--- src/hdl/mnp_pkg.sv ---
// Shared types, sizes and helpers for the MIDI note pairing core.
package mnp_pkg;

  // Sizing
  localparam int PITCHES   = 128;
  localparam int TIME_BITS = 32;
  localparam int PITCH_W   = $clog2(PITCHES);
  localparam int NOTE_W    = 7;
  localparam int VEL_W     = 7;
  localparam int DELTA_W   = 28;
  localparam int ETYPE_W   = 2;
  localparam int TICK_W    = 32;
  localparam int SUM_W     = ((TIME_BITS > DELTA_W) ? TIME_BITS : DELTA_W) + 1;

  // Field codes
  typedef enum logic {
    ITEM_EVENT = 1'b0,
    ITEM_CLOSE = 1'b1
  } item_kind_e;

  typedef enum logic [ETYPE_W-1:0] {
    EV_NOTE_ON  = 2'd0,
    EV_NOTE_OFF = 2'd1,
    EV_DAMPER   = 2'd2
  } ev_type_e;

  typedef enum logic {
    SPAN_NOTE   = 1'b0,
    SPAN_DAMPER = 1'b1
  } span_kind_e;

  localparam logic [NOTE_W-1:0] DAMPER_UP   = 7'd0;
  localparam logic [NOTE_W-1:0] DAMPER_DOWN = 7'd1;

  typedef logic [TIME_BITS-1:0] time_t;
  typedef logic [PITCH_W-1:0]   pitch_idx_t;

  // One open-note entry of the table
  typedef struct packed {
    time_t            start;
    logic [VEL_W-1:0] volume;
  } note_entry_t;

  // Table access for one accepted word; the pitch index travels on its own port
  typedef struct packed {
    logic        rd;
    logic        set;
    logic        clr;
    note_entry_t wdata;
  } tbl_req_t;

  // Low bits of a time value, zero-extended when the time is narrow
  function automatic logic [TICK_W-1:0] tick_lo(time_t t);
    logic [TIME_BITS+TICK_W-1:0] w;
    w = {{TICK_W{1'b0}}, t};
    return w[TICK_W-1:0];
  endfunction

  // Pitch fits in the table
  function automatic logic pitch_in_range(logic [NOTE_W-1:0] p);
    return ({2'b00, p} < 9'(PITCHES));
  endfunction

endpackage

--- src/hdl/mnp_note_table.sv ---
// Open-note table: valid flags in flops, start and volume in a synchronous RAM.
module mnp_note_table (
  input  logic                 clk_i,
  input  logic                 rst_ni,
  input  mnp_pkg::pitch_idx_t  idx_i,
  input  mnp_pkg::tbl_req_t    req_i,
  output logic                 hit_o,
  output mnp_pkg::note_entry_t rd_data_o
);
  import mnp_pkg::*;

  logic [PITCHES-1:0] valid_q;
  note_entry_t        mem [PITCHES];
  note_entry_t        rd_q;

  // Open flag of the addressed pitch
  assign hit_o = valid_q[idx_i];

  // Valid flags, cleared on reset
  always_ff @(posedge clk_i or negedge rst_ni) begin
    if (!rst_ni) begin
      valid_q <= '0;
    end else begin
      if (req_i.set) begin
        valid_q[idx_i] <= 1'b1;
      end
      if (req_i.clr) begin
        valid_q[idx_i] <= 1'b0;
      end
    end
  end

  // Payload RAM, registered read
  always_ff @(posedge clk_i) begin
    if (req_i.set) begin
      mem[idx_i] <= req_i.wdata;
    end
    if (req_i.rd) begin
      rd_q <= mem[idx_i];
    end
  end

  assign rd_data_o = rd_q;

endmodule

--- src/hdl/midi_event_to_note_pairing_core.sv ---
// Top level: pairs note on/off and damper events into timed spans.
//
//  channel | direction | handshake               | payload
//  --------+-----------+-------------------------+-------------------------------------------
//  in      | input     | in_valid_i/in_stall_o   | kind, delta_ticks, event_type, pitch, vel
//  out     | output    | out_valid_o/out_stall_i | span kind/pitch/volume, start, stop, last
//
// An item is taken every cycle when it yields at most one span and the output is not
// stalled; an item that yields two spans (close with open damper and open note) holds
// the input while its first span moves, as the output register moves one word a cycle.
// Path of a span: table access on accept, RAM read, then output register.
// Reset clears time, damper state and all note valid flags at once; no sweep.
// Output stall holds the output word and backs up into the input stall.
module midi_event_to_note_pairing_core (
  input  logic                          clk_i,
  input  logic                          rst_ni,
  input  logic                          in_valid_i,
  output logic                          in_stall_o,
  input  logic                          kind_i,
  input  logic [mnp_pkg::DELTA_W-1:0]   delta_ticks_i,
  input  logic [mnp_pkg::ETYPE_W-1:0]   event_type_i,
  input  logic [mnp_pkg::NOTE_W-1:0]    note_or_pedal_i,
  input  logic [mnp_pkg::VEL_W-1:0]     velocity_i,
  output logic                          out_valid_o,
  input  logic                          out_stall_i,
  output logic                          span_kind_o,
  output logic [mnp_pkg::NOTE_W-1:0]    span_pitch_o,
  output logic [mnp_pkg::VEL_W-1:0]     span_volume_o,
  output logic [mnp_pkg::TICK_W-1:0]    start_ticks_o,
  output logic [mnp_pkg::TICK_W-1:0]    stop_ticks_o,
  output logic                          last_o
);
  import mnp_pkg::*;

  // Architectural state
  time_t now_q, now_d;
  logic  damper_open_q, damper_open_d;
  time_t damper_start_q, damper_start_d;

  // Span stage (after table read)
  logic              dmp_pend_q, note_pend_q;
  time_t             s1_now_q, s1_dmp_start_q;
  logic [NOTE_W-1:0] s1_pitch_q;

  // Output register
  logic              out_valid_q;
  logic              span_kind_q;
  logic [NOTE_W-1:0] span_pitch_q;
  logic [VEL_W-1:0]  span_volume_q;
  logic [TICK_W-1:0] start_ticks_q, stop_ticks_q;
  logic              last_q;

  logic        in_acc, out_free, move;
  logic        pitch_ok, hit;
  logic [SUM_W-1:0] sum;
  time_t       now_sat, stop_time;
  logic        dmp_close, note_close, note_open, dmp_open;
  pitch_idx_t  tbl_idx;
  tbl_req_t    tbl_req;
  note_entry_t rd_data;

  // Handshake
  assign out_free   = !out_valid_q || !out_stall_i;
  assign move       = out_free && (dmp_pend_q || note_pend_q);
  assign in_stall_o = !((!dmp_pend_q && !note_pend_q) ||
                        (out_free && !(dmp_pend_q && note_pend_q)));
  assign in_acc     = in_valid_i && !in_stall_o;

  // Saturating time advance
  assign sum      = SUM_W'(now_q) + SUM_W'(delta_ticks_i);
  assign now_sat  = (sum > SUM_W'({TIME_BITS{1'b1}})) ? {TIME_BITS{1'b1}}
                                                      : sum[TIME_BITS-1:0];
  assign pitch_ok = pitch_in_range(note_or_pedal_i);

  // Decode of the incoming word
  always_comb begin
    dmp_close  = 1'b0;
    note_close = 1'b0;
    note_open  = 1'b0;
    dmp_open   = 1'b0;
    stop_time  = now_q;
    if (item_kind_e'(kind_i) == ITEM_CLOSE) begin
      dmp_close  = damper_open_q;
      note_close = pitch_ok && hit;
    end else begin
      stop_time = now_sat;
      case (ev_type_e'(event_type_i))
        EV_NOTE_ON: begin
          note_open = pitch_ok && !hit;
        end
        EV_NOTE_OFF: begin
          note_close = pitch_ok && hit;
        end
        EV_DAMPER: begin
          if (note_or_pedal_i == DAMPER_DOWN) begin
            dmp_open = !damper_open_q;
          end else if (note_or_pedal_i == DAMPER_UP) begin
            dmp_close = damper_open_q;
          end
        end
        default: begin
        end
      endcase
    end
  end

  // Next architectural state
  always_comb begin
    now_d          = now_q;
    damper_open_d  = damper_open_q;
    damper_start_d = damper_start_q;
    if (in_acc) begin
      now_d = stop_time;
      if (dmp_open) begin
        damper_open_d  = 1'b1;
        damper_start_d = now_sat;
      end else if (dmp_close) begin
        damper_open_d = 1'b0;
      end
    end
  end

  // Table access
  assign tbl_idx = PITCH_W'(note_or_pedal_i);

  always_comb begin
    tbl_req.rd           = in_acc && note_close;
    tbl_req.clr          = in_acc && note_close;
    tbl_req.set          = in_acc && note_open;
    tbl_req.wdata.start  = now_sat;
    tbl_req.wdata.volume = velocity_i;
  end

  mnp_note_table u_table (
    .clk_i     (clk_i),
    .rst_ni    (rst_ni),
    .idx_i     (tbl_idx),
    .req_i     (tbl_req),
    .hit_o     (hit),
    .rd_data_o (rd_data)
  );

  // Control registers
  always_ff @(posedge clk_i or negedge rst_ni) begin
    if (!rst_ni) begin
      now_q          <= '0;
      damper_open_q  <= 1'b0;
      damper_start_q <= '0;
      dmp_pend_q     <= 1'b0;
      note_pend_q    <= 1'b0;
      out_valid_q    <= 1'b0;
    end else begin
      now_q          <= now_d;
      damper_open_q  <= damper_open_d;
      damper_start_q <= damper_start_d;
      if (in_acc) begin
        dmp_pend_q  <= dmp_close;
        note_pend_q <= note_close;
      end else if (move) begin
        if (dmp_pend_q) begin
          dmp_pend_q <= 1'b0;
        end else begin
          note_pend_q <= 1'b0;
        end
      end
      if (out_free) begin
        out_valid_q <= dmp_pend_q || note_pend_q;
      end
    end
  end

  // Span stage payload
  always_ff @(posedge clk_i) begin
    if (in_acc) begin
      s1_now_q       <= stop_time;
      s1_dmp_start_q <= damper_start_q;
      s1_pitch_q     <= note_or_pedal_i;
    end
  end

  // Output word: damper span first, then note span
  always_ff @(posedge clk_i) begin
    if (move) begin
      last_q       <= !(dmp_pend_q && note_pend_q);
      stop_ticks_q <= tick_lo(s1_now_q);
      if (dmp_pend_q) begin
        span_kind_q   <= SPAN_DAMPER;
        span_pitch_q  <= '0;
        span_volume_q <= '0;
        start_ticks_q <= tick_lo(s1_dmp_start_q);
      end else begin
        span_kind_q   <= SPAN_NOTE;
        span_pitch_q  <= s1_pitch_q;
        span_volume_q <= rd_data.volume;
        start_ticks_q <= tick_lo(rd_data.start);
      end
    end
  end

  assign out_valid_o   = out_valid_q;
  assign span_kind_o   = span_kind_q;
  assign span_pitch_o  = span_pitch_q;
  assign span_volume_o = span_volume_q;
  assign start_ticks_o = start_ticks_q;
  assign stop_ticks_o  = stop_ticks_q;
  assign last_o        = last_q;

  // Checks
  a_time_monotonic: assert property (@(posedge clk_i) disable iff (!rst_ni)
    in_acc |=> (now_q >= $past(now_q)))
    else $error("tick time went backwards");

  a_stall_needs_pending: assert property (@(posedge clk_i) disable iff (!rst_ni)
    in_stall_o |-> (dmp_pend_q || note_pend_q))
    else $error("input stalled with nothing pending");

  a_second_span_follows: assert property (@(posedge clk_i) disable iff (!rst_ni)
    (out_valid_o && !out_stall_i && !last_o) |=> out_valid_o)
    else $error("second span of an item missing");

endmodule
--- config.mk ---
export PLATFORM = sky130hd
export DESIGN_NAME = midi_event_to_note_pairing_core
export DESIGN_NICKNAME = d
export VERILOG_FILES = /design/src/hdl/mnp_pkg.sv /design/src/hdl/mnp_note_table.sv /design/src/hdl/midi_event_to_note_pairing_core.sv
export SDC_FILE = /design/constraint.sdc
export NUM_CORES = 2
export LEC_CHECK = 0
export ABC_CLOCK_PERIOD_IN_PS = 10000
export BUFFER_PORTS_ARGS = -buffer_cell sky130_fd_sc_hd__clkbuf_2
export CORE_UTILIZATION = 53
export CTS_CLUSTER_DIAMETER = 60
export DETAILED_ROUTE_END_ITERATION = 6
export PLACE_DENSITY = 0.68
export SETUP_SLACK_MARGIN = 0.2
export SLEW_MARGIN = 20
export SYNTH_ARGS = -nofsm -noshare
export SYNTH_HDL_FRONTEND = slang
export SYNTH_MEMORY_MAX_BITS = 65536
export SYNTH_SLANG_ARGS = --single-unit
--- constraint.sdc ---
create_clock -name clk_i -period 10 [get_ports clk_i]
set_input_delay 2 -clock clk_i [delete_from_list [all_inputs] [get_ports clk_i]]
set_output_delay 2 -clock clk_i [all_outputs]
set_load 0.03 [all_outputs]
Word-level counts from Yosys, hierarchy flattened

Memories as Yosys holds them, arrays and structs flattened. A register that Yosys moved wholly into a read port is not among the register bits.
Cells that the tools add are included.

Multiplexer cells: 30
Equality and inequality tests: 4
Multiply operators: 0
Order comparisons: 3
Divide/modulo/power cells: 0
Add/subtract/negate cells: 1
Bitwise gates (word level): 3
Reduce and logical (&&, ||, !) cells: 26
Shifts and indexed selects: 0

Operators by type and width:

| operator                                                           | count |
|---|---|
| 2-to-1 mux 128 bit                                                 | 2 |
| AND 128 bit                                                        | 1 |
| NOT 128 bit                                                        | 1 |
| OR 128 bit                                                         | 1 |
| 2-to-1 mux 32 bit                                                  | 3 |
| adder 32 x 28 -> 33 bit                                            | 1 |
| greater-than comparator 33 x 32 -> 1 bit (second input constant)   | 1 |
| 2-to-1 mux 1 bit                                                   | 23 |
| logical AND 1 bit                                                  | 8 |
| zero test 1 bit                                                    | 8 |
| less-than comparator 7 x 8 -> 1 bit (second input constant)        | 1 |
| binary-select mux 1 bit (select 7 bit)                             | 1 |
| demux 1 bit (select 7 bit)                                         | 1 |
| == test 7 x 1 -> 1 bit (second input constant)                     | 1 |
| greater-or-equal comparator 7 x 1 -> 1 bit (second input constant) | 1 |
| zero test 7 bit                                                    | 1 |
| AND reduction 2 bit                                                | 3 |
| nonzero test 2 bit                                                 | 2 |
| logical OR 1 bit                                                   | 3 |
| == test 2 x 1 -> 1 bit (second input constant)                     | 1 |
| == test 2 bit (second input constant)                              | 1 |
| zero test 2 bit                                                    | 1 |
| inequality test 2 x 1 -> 1 bit (second input constant)             | 1 |

Memory bits (read-only): 0
Memory bits (writable): 4992
Output and inout port bits: 82
Latch bits: 0
Memories kept: 1
Word-level logic and storage cells: 84
Bits in registers: 347
Input bits: 49

Memory list:

| name        | depth | bits a word | rd ports | clocked after Yosys merged registers in | write ports | RTL line             | RTL |
|---|---|---|---|---|---|---|---|
| u_table.mem | 128   | 39          | 1        | 1                                       | 1           | mnp_note_table.sv:13 | `note_entry_t mem [PITCHES];` |

Logic depth before layout (Yosys ltp)

Word-level depth: 9
Depth in mapped cells: 15
Depth with buffers taken out: 12

By module

A second synthesis with hierarchy kept.

Cell total of the unflattened synthesis: 12591
Area total of the unflattened synthesis: 211057.4 µm²

By module, submodules not included:

| module                          | sequential area each (µm²) | cells an instance | area each (µm²) | instances |
|---|---|---|---|---|
| mnp_note_table                  | 154278.0                   | 11821             | 200971.5        | 1 |
| midi_event_to_note_pairing_core | 6236.0                     | 770               | 10085.9         | 1 |

Worst setup path after synthesis

No wires, ideal clock.

Path kind: input port to flip-flop
From: in delta_ticks_i[0] (netlist name)
To: mem u_table.mem[0][29] (netlist name), data pin
Path buffers: 0
Required time: 8.780 ns
Slack: -0.122 ns
Cell stages on the path: 10
Arrival: 8.902 ns
Setup time: 1.220 ns
Cells stage by stage: ha_1 -> inv_1 -> fa_1 -> nor2b_1 -> o2111ai_1 -> a2111oi_2 -> o31ai_1 -> a21oi_1 -> nor3_1 -> o21ai_0

Cells in the longest elaborated chain, start to end: 3

RTL lines:

| element                                  | RTL line                              | RTL |
|---|---|---|
| start, declared                          | midi_event_to_note_pairing_core.sv:20 | `input logic [mnp_pkg::DELTA_W-1:0] delta_ticks_i,` |
| adder 32 x 28 -> 33 bit (*)              | midi_event_to_note_pairing_core.sv:70 | `assign sum = SUM_W'(now_q) + SUM_W'(delta_ticks_i);` |
| greater-than comparator 33 x 32 -> 1 bit | midi_event_to_note_pairing_core.sv:71 | `assign now_sat = (sum > SUM_W'({TIME_BITS{1'b1}})) ? {TIME_BITS{1'b1}}` |
| 2-to-1 mux 32 bit (*)                    | midi_event_to_note_pairing_core.sv:71 |  |
| named net now_sat[22]                    | midi_event_to_note_pairing_core.sv:56 | `time_t now_sat, stop_time;` |
| end, declared                            | mnp_note_table.sv:13                  |  |

Mark *: on every way through the listed nets, which the timed path passes. The rest lies on a longest branch.

Worst setup path in the final report

From: in note_or_pedal_i[0] (netlist name)
To: mem u_table.mem[12][37] (netlist name) (enable)

Cells in the longest elaborated chain, start to end: 8

RTL lines:

| element                                | RTL line                               | RTL |
|---|---|---|
| start, declared                        | midi_event_to_note_pairing_core.sv:22  | `input logic [mnp_pkg::NOTE_W-1:0] note_or_pedal_i,` |
| binary-select mux 1 bit (select 7 bit) | mnp_note_table.sv:17                   | `assign hit_o = valid_q[idx_i];` |
| 2-to-1 mux 1 bit (implied by the code) | mnp_note_table.sv:17                   |  |
| zero test 1 bit                        | midi_event_to_note_pairing_core.sv:89  | `note_open = pitch_ok && !hit;` |
| 2-to-1 mux 1 bit                       | midi_event_to_note_pairing_core.sv:87  | `case (ev_type_e'(event_type_i))` |
| 2-to-1 mux 1 bit                       | midi_event_to_note_pairing_core.sv:82  | `if (item_kind_e'(kind_i) == ITEM_CLOSE) begin` |
| logical AND 1 bit                      | midi_event_to_note_pairing_core.sv:129 | `tbl_req.set = in_acc && note_open;` |
| 2-to-1 mux 1 bit                       | mnp_note_table.sv:35                   | `if (req_i.set) begin` |
| 2-to-1 mux 1 bit (implied by the code) | mnp_note_table.sv:36                   | `mem[idx_i] <= req_i.wdata;` |

Parallel ways exist; a longest one is shown, timed or not. The select of a mux whose other input is x is not followed.

==> flow_summary.ini <==
[finish]
nNetsFinal = 9776
drive_gt1_frac = 0.2695
finish.instance_area_sq_um = 232700
final_util = 0.5986
area_growth_pct = 12.53
final_cell_mix = edfxtp_1, mux4_2, mux2i_1
final_common_cell = edfxtp_1
fillers = 26720

[floorplanning]
ios = 131
core_sq_um = 388800
die_width_microns = 626.7
dieArea_sq_um = 392700
die_h_microns = 626.7
rows = 229
start_util = 0.5320

[global_route]
track_usage = 0.2898
antenna_found_initial = 32
grt_overflow = 0
grt_pass1_vias = 102000
grt_pass1_wl_microns = 789300
grt_max_degree = 165

[clock_tree]
numCtsBuffers = 532
clkTransAtPathRegs_ns = 0.06
cts.htree.levels = 6
postCtsSetupBuffers = 0
cts_num_sinks = 5378
clockRootBuffer = clkbuf_16
cts_tree = built
clockBufferDepth = 4
clkLatencyLatePin_ns = 1.06
postCtsHoldBufs = 0
cts_resized = 0

[worst_setup_path]
cp_max_fo = 95
reg2reg_from = out_valid_o
startpoint_type = input pin
ff2ff_path_depth = 9
criticalPathCategory = input pin to register
worstPathRequired_ns = 10.65
cp-end-kind = register
rrSetupSlack_ns = 4.11
r2r-end = u_table.mem[12][37]
crit_arrival_ns = 7.33

[yosys]
syn_area_per_cell_sq_um = 22.35
netlist_area_sq_um = 206800
yosys.area.top_type = edfxtp_1
synth_nets = 9332
yosys_register_bits = 5378
yosysUniqueCellTypes = 73
ys_seq_area_frac = 0.7761
synth-edff-count = 5182
synthArstFlopShare = 0.03644
synth-main-ff-cell = edfxtp_1
yosys_warnings = 0
synth.top_cell.area_share = 0.7524
synthTopCellsByArea = edfxtp_1, mux4_2, mux2i_1, dfrtp_1, o22ai_1
netlist_instances = 9254

[power]
p_leak_nw = 74.72
ir_drop_mv = 0.4252
powerDensity_nw_per_um2 = 254.8
power.total_w = 0.05931

[sta]
fin_skew_ns = 0.04965
report.final.setup_viol = 0
finalCritPeriodShare = 0.6678
tns_ns = 0
holdWs_ns = 0.4221
final_max_slew_viol_count = 0
slew-limit-headroom = 0.1610
finalCriticalPeriod_ns = 6.678
rsz0062_at_grt = no
hold_viol_final = 0
worstMarginPinSlew_ns = 1.248
clock.fmax_mhz = 149.8

[detailed_routing]
antenna_left = 0
wl_microns = 570200
drc = 115
vias_per_cell = 6.705
avgRoutedWirePerCell_microns = 37.09
via_count = 103100
drtIter0Drc = 14510
drtPass1Iterations = 7

[worst_hold_path]
hp-class = register to register
min_delay_path_depth = 0
min_to = stop_ticks_o[6]
hp-start = s1_now_q[6]

[placed_design]
gp_congestion = 0.8820
dpl_cell_area_sq_um = 215800
hpwl_microns = 314500
port_buffers = 130

[flow_run]
drv_cap = 0

[status]
violations = DRC
status = finished, violations left
layer usage:
metal / vias to the layer above / track usage / routed length, microns
met4: 10 / 0.1305 / 30260
met5: - / 0 / 59
met2: 6791 / 0.4574 / 270300
li1: 40150 / - / -
met3: 1111 / 0.06250 / 61220
met1: 55030 / 0.3920 / 208400
final cells by class:
cell class                      instances  area (sq um)  area share
Antenna cell                           65         162.7   0.0006989
Clock buffer                          680         14180     0.06093
Clock inverter                        269          2449     0.01052
Inverter                               29         158.9   0.0006828
Multi-Input combinational cell       3329         45340      0.1948
Sequential cell                      5378        160500      0.6897
Tap cell                             5197          6502     0.02794
Timing Repair Buffer                  428          3430     0.01474
worst max path at each step:
stage	slack, ns	cells past startpoint	end	startpoint
global placement	1.07	9	u_table.rd_data_o[6]	note_or_pedal_i[0]
global route	3.21	10	u_table.mem[12][37]	note_or_pedal_i[0]
finish	3.32	10	u_table.mem[12][37]	note_or_pedal_i[0]
detailed placement	2.36	10	u_table.mem[47][30]	note_or_pedal_i[0]
floorplan	0.93	9	u_table.mem[107][0]	out_stall_i
CTS	3.47	10	u_table.mem[47][14]	note_or_pedal_i[0]
power breakdown:
part | leakage (nW) | total, W | internal (W) | switching (W)
sequential | 49.3 | 0.0307 | 0.0305 | 0.000218
clock | 8.12 | 0.0193 | 0.0108 | 0.00844
combinational | 17.3 | 0.00934 | 0.00140 | 0.00794
total | 74.7 | 0.0593 | 0.0427 | 0.0166
stage by stage:
stage	worst slack, ns	std cells
3_5_place_dp	2.358	14360
6_report	3.322	15380
3_3_place_gp	1.065	14340
2_1_floorplan	0.9296	9254
5_1_grt	3.210	15320
4_1_cts	3.468	15310
critical path: stages:
cell and delay [ns]:
buf_12 0.36, mux4_2 0.64, mux2i_1 0.25, a22oi_1 0.14, a21oi_1 0.28, a2111o_1 0.49, nand4_1 0.80, buf_4 0.59
nor2_4 0.67, buf_4 0.64
synthesized netlist by cell type, types with 12 or more instances:
library cell,count
buf_1,85
mux2_2,75
o21ai_0,87
edfxtp_1,5182
a21o_1,14
o31ai_1,42
buf_6,12
mux4_2,1279
a21oi_1,44
o311ai_0,39
buf_2,108
nand3_1,17
o22ai_1,313
dfrtp_1,196
ha_1,28
clkbuf_1,308
mux2i_1,640
a2bb2oi_1,127
xnor2_1,12
nor2b_1,31
nand2_1,175
inv_1,28
nor2_1,270
logic make-up after synthesis:
family / Yosys count / share of synthesized area
simple gates: 555 / 0.01147
fa+ha+maj: 29 / 0.001791
xor+xnor: 22 / 0.0009316
buf+inv: 547 / 0.01119
flops: 5378 / 0.7761
mux: 1995 / 0.1745
compound gates: 728 / 0.02410
flip-flops by register name, summed over array words and instances (netlist names):
name,cells
u_table.mem,4992
u_table.valid_q,128
u_table.rd_data_o,39
damper_start_q,32
now_q,32
s1_dmp_start_q,32
s1_now_q,32
start_ticks_o,32
stop_ticks_o,32
s1_pitch_q,7
span_pitch_o,7
span_volume_o,7
damper_open_q,1
dmp_pend_q,1
last_o,1
note_pend_q,1
out_valid_o,1
span_kind_o,1
No activity file was read; power rests on OpenSTA's default activity.
